`src/mvbf_pkg.sv`:
```
// Shared types, character codes and tag patterns of the markup variant filter.
package mvbf_pkg;

  // Character codes of the tag delimiters.
  localparam logic [7:0] CHAR_LT = 8'h3C;
  localparam logic [7:0] CHAR_GT = 8'h3E;

  // Lengths of the patterns that are matched at the start of a tag.
  localparam int OPENER_LEN = 28;
  localparam int CLOSER_LEN = 4;
  localparam int PAT_IDX_W  = 5;

  // Variant openers and the closing pattern, first character in the top byte.
  localparam logic [8*OPENER_LEN-1:0] OPENER_ONE = "div type=\"variant\" class=\"1\"";
  localparam logic [8*OPENER_LEN-1:0] OPENER_TWO = "div type=\"variant\" class=\"2\"";
  localparam logic [8*CLOSER_LEN-1:0] CLOSER_PAT = "/div";

  // Register index of the mode register on the configuration port.
  localparam logic REG_VARIANT_MODE = 1'b0;

  // Commands from the controller to the datapath.
  typedef struct packed {
    logic take;       // an input item is accepted this cycle
    logic load_lt;    // load the opening bracket of a re-emitted tag
    logic load_body;  // load the fetched tag byte
    logic load_gt;    // load the closing bracket and release the tag
  } ctl_cmd_t;

  // Status from the datapath to the controller.
  typedef struct packed {
    logic pass_byte;  // the waiting input item yields itself as one result
    logic emit_tag;   // the waiting input item re-emits the buffered tag
    logic out_free;   // the output register can be loaded this cycle
    logic tag_empty;  // no bytes are buffered
    logic idx_last;   // the read index points at the last buffered byte
  } dp_status_t;

  // Character of the first variant opener at a given position.
  function automatic logic [7:0] opener_one_char(input logic [PAT_IDX_W-1:0] pos);
    return OPENER_ONE[8*(OPENER_LEN-1-int'(pos)) +: 8];
  endfunction

  // Character of the second variant opener at a given position.
  function automatic logic [7:0] opener_two_char(input logic [PAT_IDX_W-1:0] pos);
    return OPENER_TWO[8*(OPENER_LEN-1-int'(pos)) +: 8];
  endfunction

  // Character of the closing pattern at a given position.
  function automatic logic [7:0] closer_char(input logic [1:0] pos);
    return CLOSER_PAT[8*(CLOSER_LEN-1-int'(pos)) +: 8];
  endfunction

endpackage

```
`src/markup_variant_block_filter.sv`:
```
// Markup variant filter: one input byte per item, zero or more filtered bytes out.
//
// Flow: a byte that passes as text, or is dropped, is taken while the controller
// is idle and the output register is free. A buffered tag that is re-emitted holds
// the input for the opening bracket, then for each buffered byte the registered read
// of the tag buffer and then the load of the output register, then the closing
// bracket. Bytes between '<' and '>' are collected in a buffer of TAG_BYTES entries;
// later bytes of a long tag are dropped and the re-emitted tag is marked truncated.
// The mode register must be written only while the block is idle; the block itself
// does not enforce this. No clearing pass follows reset.
module markup_variant_block_filter #(
  parameter int TAG_BYTES = 62
) (
  input  logic        clk,
  input  logic        rst,
  // Input stream.
  input  logic        s_axis_tvalid,
  output logic        s_axis_tready,
  input  logic [7:0]  s_axis_tdata,   // [7:0] in_byte
  input  logic        s_axis_tlast,   // text_end
  // Output stream.
  output logic        m_axis_tvalid,
  input  logic        m_axis_tready,
  output logic [7:0]  m_axis_tdata,   // [7:0] out_byte
  output logic        m_axis_tlast,   // run_last
  output logic        m_axis_tuser,   // [0] tag_truncated
  // Configuration port.
  input  logic        psel,
  input  logic        penable,
  input  logic        pwrite,
  input  logic [2:0]  paddr,
  input  logic [31:0] pwdata,
  output logic [31:0] prdata,
  output logic        pready
);

  logic [1:0]           variant_mode;
  logic                 reg_sel;
  mvbf_pkg::ctl_cmd_t   cmd;
  mvbf_pkg::dp_status_t status;

  // Register decode on the word address.
  assign reg_sel = (paddr[2] == mvbf_pkg::REG_VARIANT_MODE);
  assign pready  = 1'b1;
  assign prdata  = reg_sel ? {30'd0, variant_mode} : 32'd0;

  always_ff @(posedge clk) begin
    if (rst) begin
      variant_mode <= 2'd0;
    end else if (psel && penable && pwrite && pready && reg_sel) begin
      variant_mode <= pwdata[1:0];
    end
  end

  mvbf_ctrl u_ctrl (
    .clk      (clk),
    .rst      (rst),
    .in_valid (s_axis_tvalid),
    .in_ready (s_axis_tready),
    .status   (status),
    .cmd      (cmd)
  );

  mvbf_datapath #(
    .TAG_BYTES (TAG_BYTES)
  ) u_datapath (
    .clk           (clk),
    .rst           (rst),
    .variant_mode  (variant_mode),
    .in_byte       (s_axis_tdata),
    .text_end      (s_axis_tlast),
    .cmd           (cmd),
    .status        (status),
    .out_valid     (m_axis_tvalid),
    .out_ready     (m_axis_tready),
    .out_byte      (m_axis_tdata),
    .run_last      (m_axis_tlast),
    .tag_truncated (m_axis_tuser)
  );

endmodule

```
`src/mvbf_ram.sv`:
```
// Generic simple dual-port RAM with a registered read port.
module mvbf_ram #(
  parameter int WIDTH = 8,
  parameter int DEPTH = 62
) (
  input  logic                     clk,
  input  logic                     we,
  input  logic [$clog2(DEPTH)-1:0] waddr,
  input  logic [WIDTH-1:0]         wdata,
  input  logic [$clog2(DEPTH)-1:0] raddr,
  output logic [WIDTH-1:0]         rdata
);

  logic [WIDTH-1:0] mem [DEPTH];

  // One write and one registered read per cycle.
  always_ff @(posedge clk) begin
    if (we) begin
      mem[waddr] <= wdata;
    end
    rdata <= mem[raddr];
  end

endmodule

```
`src/mvbf_ctrl.sv`:
```
// Controller of the markup variant filter: accepts items and sequences tag re-emission.
module mvbf_ctrl (
  input  logic                  clk,
  input  logic                  rst,
  input  logic                  in_valid,
  output logic                  in_ready,
  input  mvbf_pkg::dp_status_t  status,
  output mvbf_pkg::ctl_cmd_t    cmd
);

  localparam logic [1:0] ST_IDLE  = 2'd0;
  localparam logic [1:0] ST_FETCH = 2'd1;
  localparam logic [1:0] ST_BODY  = 2'd2;
  localparam logic [1:0] ST_CLOSE = 2'd3;

  logic [1:0] state;
  logic [1:0] state_next;

  // An item is taken only in idle and only when the output register can take a result.
  assign in_ready = (state == ST_IDLE) && status.out_free;

  // Next state and commands.
  always_comb begin
    state_next    = state;
    cmd.take      = 1'b0;
    cmd.load_lt   = 1'b0;
    cmd.load_body = 1'b0;
    cmd.load_gt   = 1'b0;
    unique case (state)
      ST_IDLE: begin
        if (in_valid && in_ready) begin
          cmd.take = 1'b1;
          if (status.emit_tag) begin
            cmd.load_lt = 1'b1;
            state_next  = status.tag_empty ? ST_CLOSE : ST_FETCH;
          end
        end
      end
      ST_FETCH: begin
        state_next = ST_BODY;
      end
      ST_BODY: begin
        if (status.out_free) begin
          cmd.load_body = 1'b1;
          state_next    = status.idx_last ? ST_CLOSE : ST_FETCH;
        end
      end
      ST_CLOSE: begin
        if (status.out_free) begin
          cmd.load_gt = 1'b1;
          state_next  = ST_IDLE;
        end
      end
      default: begin
        state_next = ST_IDLE;
      end
    endcase
  end

  always_ff @(posedge clk) begin
    if (rst) begin
      state <= ST_IDLE;
    end else begin
      state <= state_next;
    end
  end

endmodule

```
`src/mvbf_datapath.sv`:
```
// Datapath of the markup variant filter: tag state, tag buffer, pattern match and output register.
module mvbf_datapath #(
  parameter int TAG_BYTES = 62
) (
  input  logic                 clk,
  input  logic                 rst,
  input  logic [1:0]           variant_mode,
  input  logic [7:0]           in_byte,
  input  logic                 text_end,
  input  mvbf_pkg::ctl_cmd_t   cmd,
  output mvbf_pkg::dp_status_t status,
  output logic                 out_valid,
  input  logic                 out_ready,
  output logic [7:0]           out_byte,
  output logic                 run_last,
  output logic                 tag_truncated
);

  localparam int IDX_W = $clog2(TAG_BYTES);
  localparam int CNT_W = $clog2(TAG_BYTES + 1);

  logic             inside_tag;
  logic             hiding;
  logic [CNT_W-1:0] tag_count;
  logic             overflowed;
  logic             match_one;
  logic             match_two;
  logic             match_close;
  logic [IDX_W-1:0] rd_idx;
  logic [7:0]       rd_byte;

  logic pass_mode;
  logic is_lt;
  logic is_gt;
  logic close_tag;
  logic hit_open;
  logic hit_close;
  logic has_room;
  logic store_byte;
  logic char_one_ok;
  logic char_two_ok;
  logic char_close_ok;

  // Decode of the waiting input item against the current tag state.
  assign pass_mode = variant_mode[1];
  assign is_lt     = (in_byte == mvbf_pkg::CHAR_LT);
  assign is_gt     = (in_byte == mvbf_pkg::CHAR_GT);
  assign close_tag = !pass_mode && is_gt && inside_tag;
  assign hit_open  = (tag_count >= CNT_W'(mvbf_pkg::OPENER_LEN)) &&
                     (variant_mode[0] ? match_two : match_one);
  assign hit_close = (tag_count >= CNT_W'(mvbf_pkg::CLOSER_LEN)) && match_close;
  assign has_room  = (tag_count < CNT_W'(TAG_BYTES));
  assign store_byte = cmd.take && !pass_mode && !is_lt && !close_tag && inside_tag && has_room;

  // Compare the incoming tag byte with each pattern at its position. Bytes past the
  // end of a pattern leave its match as it is.
  always_comb begin
    char_one_ok   = 1'b1;
    char_two_ok   = 1'b1;
    char_close_ok = 1'b1;
    if (tag_count < CNT_W'(mvbf_pkg::OPENER_LEN)) begin
      char_one_ok = (in_byte ==
                     mvbf_pkg::opener_one_char(tag_count[mvbf_pkg::PAT_IDX_W-1:0]));
      char_two_ok = (in_byte ==
                     mvbf_pkg::opener_two_char(tag_count[mvbf_pkg::PAT_IDX_W-1:0]));
    end
    if (tag_count < CNT_W'(mvbf_pkg::CLOSER_LEN)) begin
      char_close_ok = (in_byte == mvbf_pkg::closer_char(tag_count[1:0]));
    end
  end

  // Status towards the controller.
  assign status.pass_byte = pass_mode ||
                            (!is_lt && !inside_tag && !hiding);
  assign status.emit_tag  = close_tag && !hit_open && !hit_close && !hiding;
  assign status.out_free  = !out_valid || out_ready;
  assign status.tag_empty = (tag_count == '0);
  assign status.idx_last  = ((CNT_W+1)'(rd_idx) + (CNT_W+1)'(1)) == (CNT_W+1)'(tag_count);

  // Tag buffer.
  mvbf_ram #(
    .WIDTH (8),
    .DEPTH (TAG_BYTES)
  ) u_tag_ram (
    .clk   (clk),
    .we    (store_byte),
    .waddr (tag_count[IDX_W-1:0]),
    .wdata (in_byte),
    .raddr (rd_idx),
    .rdata (rd_byte)
  );

  // Tag state: collection, matching, hiding and end of text.
  always_ff @(posedge clk) begin
    if (rst) begin
      inside_tag  <= 1'b0;
      hiding      <= 1'b0;
      tag_count   <= '0;
      overflowed  <= 1'b0;
      match_one   <= 1'b1;
      match_two   <= 1'b1;
      match_close <= 1'b1;
    end else begin
      if (cmd.take) begin
        if (!pass_mode) begin
          if (is_lt) begin
            inside_tag  <= 1'b1;
            tag_count   <= '0;
            overflowed  <= 1'b0;
            match_one   <= 1'b1;
            match_two   <= 1'b1;
            match_close <= 1'b1;
          end else if (close_tag) begin
            inside_tag <= 1'b0;
            if (hit_open) begin
              hiding <= 1'b1;
            end else if (hit_close) begin
              hiding <= 1'b0;
            end
            // A tag that is re-emitted is released only after its closing bracket.
            if (!status.emit_tag) begin
              tag_count  <= '0;
              overflowed <= 1'b0;
            end
          end else if (inside_tag) begin
            if (has_room) begin
              tag_count   <= tag_count + CNT_W'(1);
              match_one   <= match_one && char_one_ok;
              match_two   <= match_two && char_two_ok;
              match_close <= match_close && char_close_ok;
            end else begin
              overflowed <= 1'b1;
            end
          end
        end
        // The end of the text drops the tag and hiding state; a re-emitted tag keeps its buffer.
        if (text_end) begin
          inside_tag <= 1'b0;
          hiding     <= 1'b0;
          if (!status.emit_tag) begin
            tag_count  <= '0;
            overflowed <= 1'b0;
          end
        end
      end
      if (cmd.load_gt) begin
        tag_count  <= '0;
        overflowed <= 1'b0;
      end
    end
  end

  // Read index over the buffered tag during re-emission.
  always_ff @(posedge clk) begin
    if (rst) begin
      rd_idx <= '0;
    end else if (cmd.take) begin
      rd_idx <= '0;
    end else if (cmd.load_body && !status.idx_last) begin
      rd_idx <= rd_idx + IDX_W'(1);
    end
  end

  // Output register: holds one result item until it is taken.
  always_ff @(posedge clk) begin
    if (rst) begin
      out_valid <= 1'b0;
    end else if ((cmd.take && status.pass_byte) || cmd.load_lt || cmd.load_body ||
                 cmd.load_gt) begin
      out_valid <= 1'b1;
    end else if (out_ready) begin
      out_valid <= 1'b0;
    end
  end

  always_ff @(posedge clk) begin
    priority if (cmd.load_lt) begin
      out_byte      <= mvbf_pkg::CHAR_LT;
      run_last      <= 1'b0;
      tag_truncated <= overflowed;
    end else if (cmd.take && status.pass_byte) begin
      out_byte      <= in_byte;
      run_last      <= 1'b1;
      tag_truncated <= 1'b0;
    end else if (cmd.load_body) begin
      out_byte      <= rd_byte;
      run_last      <= 1'b0;
      tag_truncated <= overflowed;
    end else if (cmd.load_gt) begin
      out_byte      <= mvbf_pkg::CHAR_GT;
      run_last      <= 1'b1;
      tag_truncated <= overflowed;
    end
  end

endmodule
```
`config.mk`:
```
export PLATFORM = sky130hd
export DESIGN_NAME = markup_variant_block_filter
export DESIGN_NICKNAME = d
export VERILOG_FILES = /design/src/mvbf_pkg.sv /design/src/markup_variant_block_filter.sv /design/src/mvbf_ram.sv /design/src/mvbf_ctrl.sv /design/src/mvbf_datapath.sv
export SDC_FILE = /design/constraint.sdc
export NUM_CORES = 1
export LEC_CHECK = 0
export ABC_CLOCK_PERIOD_IN_PS = 5200
export BUFFER_PORTS_ARGS = -buffer_cell sky130_fd_sc_hd__buf_4
export CAP_MARGIN = 20
export CORE_MARGIN = 5
export CORE_UTILIZATION = 47
export DETAILED_ROUTE_END_ITERATION = 7
export REMOVE_ABC_BUFFERS = 1
export SYNTH_ARGS = -nofsm -noshare
export SYNTH_HDL_FRONTEND = slang
export SYNTH_SLANG_ARGS = --single-unit
```
`constraint.sdc`:
```
create_clock -name clk -period 5.2 [get_ports clk]
set_input_delay 1.04 -clock clk [delete_from_list [all_inputs] [get_ports clk]]
set_output_delay 1.04 -clock clk [all_outputs]
set_load 0.02 [all_outputs]
```
==> flow_summary.json, run 1 <==
{
  "status": "complete, no violations",
  "coreArea_um2": 46560,
  "first_iter_violations": 1215,
  "crit_path_end_kind": "flip-flop",
  "switchingPower_w": 0.001784,
  "final_layout_size_suffix_gt1_share_pct": 27.75,
  "fp-row-count": 79,
  "syn_inst": 1170,
  "dpl.hpwl_um": 31020,
  "min_path_cells": 2,
  "grt_usage_pct": 19.85,
  "grt_pass1_wl_um": 74900,
  "avgSynthCellArea_um2": 18.87,
  "rr_endpoint": "u_datapath.u_tag_ram.mem[29][6]",
  "crit_top_cell": "nor2_1",
  "synth_compound_area_share_pct": 2.936,
  "grt_max_degree": 69,
  "diodes": 0,
  "nFillCells": 3638,
  "detail-route-antenna-nets": 0,
  "seqCellArea_um2": 15740,
  "synth_top_cell_by_area": "edfxtp_1",
  "share_comb_of_total_power_pct": 2.1,
  "fin_skew_ns": 0.01416,
  "synth_top_area_share_pct": 67.61,
  "initial_utilization_pct": 47.42,
  "fin_util_pct": 53.70,
  "period_needed_ns": 3.616,
  "die_area_um2": 51400,
  "port_buffers": 32,
  "grt_pass1_vias": 11156,
  "synth_area_um2": 22070,
  "internal_power_w": 0.007180,
  "wl_um": 50430,
  "routedWlPerCell_um": 26.59,
  "rr_startpoint": "u_datapath.tag_count[2]",
  "p_clk_share_pct": 45.2,
  "cts_buffers": 54,
  "finalInstanceArea_um2": 25000,
  "ys_warn_count": 0,
  "path_clk_slew_ns": 0.06,
  "finalHoldViolCount": 0,
  "fmax_ghz": 0.2765,
  "whs_endpoint": "u_datapath.out_byte[7]",
  "setup_viol": 0,
  "cts_setup_buffers": 0,
  "boundaryPins": 96,
  "path_class": "in -> reg",
  "die-height_um": 226.7,
  "synth.top_cells.by_area": "edfxtp_1, mux4_2, dfxtp_1",
  "synth_edf_count": 497,
  "synth-simple-area-share_pct": 4.750,
  "antenna_found_initial": 0,
  "path_cells": "buf_4 > nor3_1 > nand2b_1 > nor2_1 > nand3_1 > nor2_1",
  "yosysSeqAreaShare_pct": 71.24,
  "synthAdderAreaFrac_pct": 0.4988,
  "p_leak_nw": 7.717,
  "cp.required_ns": 5.42,
  "place_area_um2": 23150,
  "ctsHoldBuffers": 0,
  "synth_top_family_by_area": "multiplexers",
  "syn_to_final_growth_pct": 13.26,
  "synth_mux_area_share_pct": 16.86,
  "first_pass_iters": 5,
  "synth_seq_cells": 537,
  "slowest_delay_ns": 0.82,
  "power-per-cell-area_nw_per_um2": 358.5,
  "vias_per_cell": 5.860,
  "worst_slew_pin_slew_ns": 1.046,
  "yosysUniqueCellTypes": 64,
  "cts_resized": 0,
  "crit_path_top_delay_cell": "nor2_1",
  "power_switching_share_pct": 19.90,
  "hp-class": "reg -> reg",
  "cts_max_path_buffers": 3,
  "critPathLaunchType": "input port",
  "crit_fanout": 68,
  "min_from": "u_datapath.out_byte[7]",
  "post-route-period-util_pct": 69.55,
  "rsz0062_at_grt": "false",
  "multi_input_area_um2": 5942,
  "relSlewSlack_pct": 30.00,
  "cts-root-buf": "clkbuf_16",
  "clock_latency_ns": 0.60,
  "ir_drop_mv": 0.2618,
  "seqPwrFrac_pct": 52.8,
  "drv_slew": 0,
  "globalRouteOverflowTotal": 0,
  "gp_congestion": 0.8477,
  "r2r_cells": 9,
  "tritoncts": "yes",
  "ys.flop_type": "edfxtp_1",
  "die_w_um": 226.7,
  "ys_async_sr_fraction_pct": 0,
  "synth_xor_area_share_pct": 1.349,
  "finalNetCount": 1305,
  "vias": 11117,
  "crit_arrival_ns": 3.84,
  "drc": 0,
  "drv_cap": 0,
  "reg2reg_slack_ns": 1.66,
  "cts_sinks": 537,
  "htree_levels": 2
}
[layer usage]
metal | vias up | track usage, % | part of all wire (%)
met4 | 0 | 4.793 | 1.8
met1 | 5859 | 29.68 | 44
met2 | 341 | 31.31 | 48
li1 | 4847 | - | -
met5 | - | 0 | 0
met3 | 70 | 2.965 | 5.6
[cell usage after synthesis (3+ instances only)]
cell type	instances
dfxtp_1	40
o221ai_1	6
inv_1	9
a211oi_1	4
o211ai_1	4
mux4_2	158
nand2_1	35
or3_1	8
a21bo_2	3
mux2_2	10
nor3_1	16
a21oi_1	24
mux2i_1	5
xor2_1	13
nor2_1	92
or2_2	4
nand2b_1	9
nand4_1	4
ha_1	8
o21ai_0	14
nand3_1	17
nor2b_1	9
nor4_1	6
a221oi_1	4
buf_1	15
and3_1	6
xnor2_1	21
clkbuf_1	44
and2_1	4
edfxtp_1	497
a31oi_1	5
buf_4	31
a21o_1	3
[cell families after synthesis]
| kind of cell | Yosys count |
|---|---|
| AO/OA/AOI/OAI | 91 |
| XOR/XNOR | 34 |
| adder cells (fa/ha/maj) | 9 |
| buffers and inverters | 104 |
| flip-flops | 537 |
| multiplexers | 173 |
| other | 2 |
| AND/OR/NAND/NOR | 220 |
[placed cells by master (no fill, tap or decap), types with 5 or more instances in the layout]
cell type and count:
nor2_1 92, clkbuf_16 55, nor4_1 6, xnor2_1 21, ha_1 8, clkinv_1 7, mux4_2 158, o21ai_0 14
and3_1 6, buf_4 81, nor3_1 16, nand2b_1 9, clkbuf_1 8, clkinvlp_4 8, inv_1 9, dfxtp_1 36
a31oi_1 5, edfxtp_1 497, nand2_1 35, xor2_1 13, or3_1 8, o221ai_1 6, conb_1 31, clkinv_2 11
nor2b_1 9, mux2i_1 5, nand3_1 17, mux2_2 10, bufinv_16 9, a21oi_1 24
[worst max-delay path, delay by kind of cell]
family / cells / cell delay [ns]
and+or+nand+nor: 5 / 2.20
buffers and inverters: 1 / 0.56
[power groups by stage]
stage | Combinational [W] | Clock (W) | Sequential (W)
6_report | 0.000185 | 0.00405 | 0.00473
5_1_grt | 0.000202 | 0.00429 | 0.00473
4_1_cts | 0.000189 | 0.00412 | 0.00473
3_5_place_dp | 0.000189 | 0 | 0.00482
3_3_place_gp | 0.000183 | 0 | 0.00482
2_1_floorplan | 0.0000551 | 0 | 0.00483
[sequential cells by signal, indices dropped and copies added, names as in the netlist]
name,cells
u_datapath.out_byte,8
u_datapath.tag_count,6
u_ctrl.state,2
u_datapath.u_tag_ram.rdata,8
u_datapath.match_one,1
u_datapath.tag_truncated,1
variant_mode,2
u_datapath.u_tag_ram.mem,496
u_datapath.inside_tag,1
u_datapath.rd_idx,6
u_datapath.match_close,1
u_datapath.out_valid,1
u_datapath.hiding,1
u_datapath.overflowed,1
u_datapath.match_two,1
u_datapath.run_last,1
[how the worst max path moves through the flow]
stage | startpoint | to | cells after the start
after global routing | u_datapath.tag_count[2] | u_datapath.u_tag_ram.mem[50][4] | 10
after detailed placement | s_axis_tdata[1] | u_datapath.u_tag_ram.mem[28][2] | 6
after floorplan | u_datapath.rd_idx[0] | u_datapath.rd_idx[0] | 7
after global placement | s_axis_tdata[1] | u_datapath.u_tag_ram.mem[28][0] | 6
after CTS | s_axis_tdata[1] | u_datapath.u_tag_ram.mem[28][3] | 6
final | s_axis_tdata[1] | u_datapath.u_tag_ram.mem[29][6] | 6
[final cells by class]
| type | count | share of cell area, % |
|---|---|---|
| multi-input combinational | 558 | 23.77 |
| inverter | 11 | 0.1651 |
| clock buffer | 65 | 5.735 |
| clock inverter | 35 | 1.687 |
| timing repair buffer | 84 | 2.672 |
| tap | 607 | 3.038 |
| sequential | 537 | 62.94 |
[metrics by stage]
step / instances / worst slack (ns) / setup TNS [ns] / power, W / hold slack, ns
final: 1897 / 1.584 / 0 / 0.008964 / 0.4757
after detailed placement: 1797 / 1.002 / 0 / 0.005010 / 0.4670
after floorplan: 1106 / -1.988 / -27.24 / 0.004886 / 0.4234
after global routing: 1897 / 1.378 / 0 / 0.009217 / 0.5012
after CTS: 1897 / 1.638 / 0 / 0.009038 / 0.4757
after global placement: 1797 / 1.078 / 0 / 0.005004 / 0.4588
Note: power is estimated with default switching activity, not from simulation.
==> run 2: changes to the inputs <==
ABC_CLOCK_PERIOD_IN_PS = 3300   (was 5200)
PLACE_DENSITY = 0.66   (was default)
clock period = 3.3 ns   (was 5.2 ns; I/O delays follow)
==> run 2 against run 1 <==
- count of clock-buffer cells in the layout is 1 lower
- worst setup slack worse by 1.3 ns
- final cell count increased by 2.5%
- critical endpoint is now u_datapath.u_tag_ram.mem[3][1]
- largest cell class unchanged
==> flow_summary.json, run 2 (synthesized netlist as in run 1, its figures left out) <==
{
  "largestRegisters": "u_datapath.u_tag_ram.mem (496), u_datapath.out_byte (8), u_datapath.u_tag_ram.rdata (8)",
  "vias": 11464,
  "final_cell_mix": "edfxtp_1, mux4_2, buf_4, nor2_1, clkbuf_16",
  "power-per-cell-area_nw_per_um2": 539.5,
  "ir_drop_mv": 0.4164,
  "globalRouteOverflowTotal": 0,
  "finalHoldViolCount": 0,
  "worst_slew_pin_slew_ns": 0.9620,
  "grt_pass1_vias": 11265,
  "place_area_um2": 23610,
  "die_area_um2": 51400,
  "final_common_cell": "edfxtp_1",
  "die-height_um": 226.7,
  "vias_per_cell": 5.897,
  "setup_viol": 0,
  "cts_buffers": 53,
  "path_class": "reg -> reg",
  "relSlewSlack_pct": 35.63,
  "hp-class": "in -> reg",
  "stdcell_count": 1944,
  "cts_setup_buffers": 0,
  "drv_cap": 0,
  "fin_skew_ns": 0.01472,
  "grt_usage_pct": 19.36,
  "first_pass_iters": 5,
  "initial_utilization_pct": 47.42,
  "p_total_w": 0.01366,
  "boundaryPins": 96,
  "tns_ns": 0,
  "critPathLaunchType": "flip-flop",
  "tritoncts": "yes",
  "status": "complete, no violations",
  "wl_um": 49180,
  "path_clk_slew_ns": 0.06,
  "gp_congestion": 0.8696,
  "coreArea_um2": 46560,
  "detail-route-antenna-nets": 0,
  "syn_to_final_growth_pct": 14.71,
  "port_buffers": 32,
  "ctsHoldBuffers": 0,
  "crit_path_end_kind": "flip-flop",
  "die_w_um": 226.7,
  "cts_sinks": 537,
  "period_needed_ns": 2.988,
  "diodes": 0,
  "finalInstanceArea_um2": 25320,
  "cts_resized": 0,
  "final_layout_size_suffix_gt1_share_pct": 30.07,
  "hold_ws_ns": 0.2994,
  "nFillCells": 3517,
  "drv_slew": 0,
  "grt_max_degree": 66,
  "finalNetCount": 1354,
  "drc": 0,
  "crit_fanout": 10,
  "post-route-period-util_pct": 90.55,
  "rsz0062_at_grt": "false",
  "htree_levels": 2,
  "antenna_found_initial": 1,
  "clock_latency_ns": 0.60,
  "largest_register": "u_datapath.u_tag_ram.mem",
  "cts_max_path_buffers": 3,
  "cp.required_ns": 3.51,
  "placed_cells": 1847,
  "crit_arrival_ns": 3.20,
  "first_iter_violations": 1248,
  "fp-row-count": 79,
  "grt_pass1_wl_um": 73540,
  "cts-root-buf": "clkbuf_16",
  "fmax_ghz": 0.3346,
  "p_leak_nw": 7.936,
  "dpl.hpwl_um": 31740,
  "routedWlPerCell_um": 25.30,
  "largest_reg_flops": 496
}
[run 2: cell types whose count changed in the layout (fill, tap and decap cells not counted), moves of 3 or more]
cell / change
buf_12: +7
bufinv_16: -5
clkinv_1: +3
buf_4: +43
clkinvlp_4: -4
[run 2: final timing paths]
path | start | endpoint | slack, ns | cells past startpoint
max | u_datapath.tag_count[2] | u_datapath.u_tag_ram.mem[3][1] | 0.31 | 9
min | pwdata[1] | variant_mode[1] | 0.30 | 3
min reg2reg | u_datapath.out_byte[7] | u_datapath.out_byte[7] | 0.49 | 2
max reg2reg | u_datapath.tag_count[2] | u_datapath.u_tag_ram.mem[3][1] | 0.31 | 9
[run 2: layer usage]
metal,part of all wire (%),up-vias,GRT usage (%)
met5,0.051,-,0
li1,-,4935,-
met3,7.6,82,3.185
met4,2.3,4,5.298
met2,47,468,29.83
met1,43,5975,29.14
[run 2: through the flow]
| step | utilization (%) | setup WS [ns] |
|---|---|---|
| global route | 54.39 | 0.1128 |
| finish | 54.39 | 0.3117 |
| detailed placement | 50.71 | 0.06892 |
| CTS | 54.39 | 0.3279 |
| floorplan | - | -3.888 |
| global placement | 50.71 | 0.09969 |
[run 2: report_power, final]
part           internal (W)  switching [W]  total, W
clock               0.00337        0.00254   0.00591
combinational     0.0000765       0.000224  0.000301
sequential          0.00744      0.0000101   0.00745
total                0.0109        0.00277    0.0137
[run 2: critical path, cell delays in order (launching register included)]
cell and delay, ns:
dfxtp_1 0.42, ha_1 0.32, nand4_1 0.13, nand2_1 0.10, nor2_1 0.15, nand2_1 0.11
nor2_1 0.24, nand3_1 0.17, buf_4 0.20, nor2_1 0.74
[run 2: cell type report]
cell class | instances | area (µm²) | share of cell area [%]
clock buffer | 64 | 1409 | 5.564
clock inverter | 33 | 305.3 | 1.206
inverter | 11 | 41.29 | 0.1631
multi-input combinational | 558 | 5942 | 23.46
sequential | 537 | 15740 | 62.14
tap | 607 | 759.5 | 2.999
timing repair buffer | 134 | 1131 | 4.467
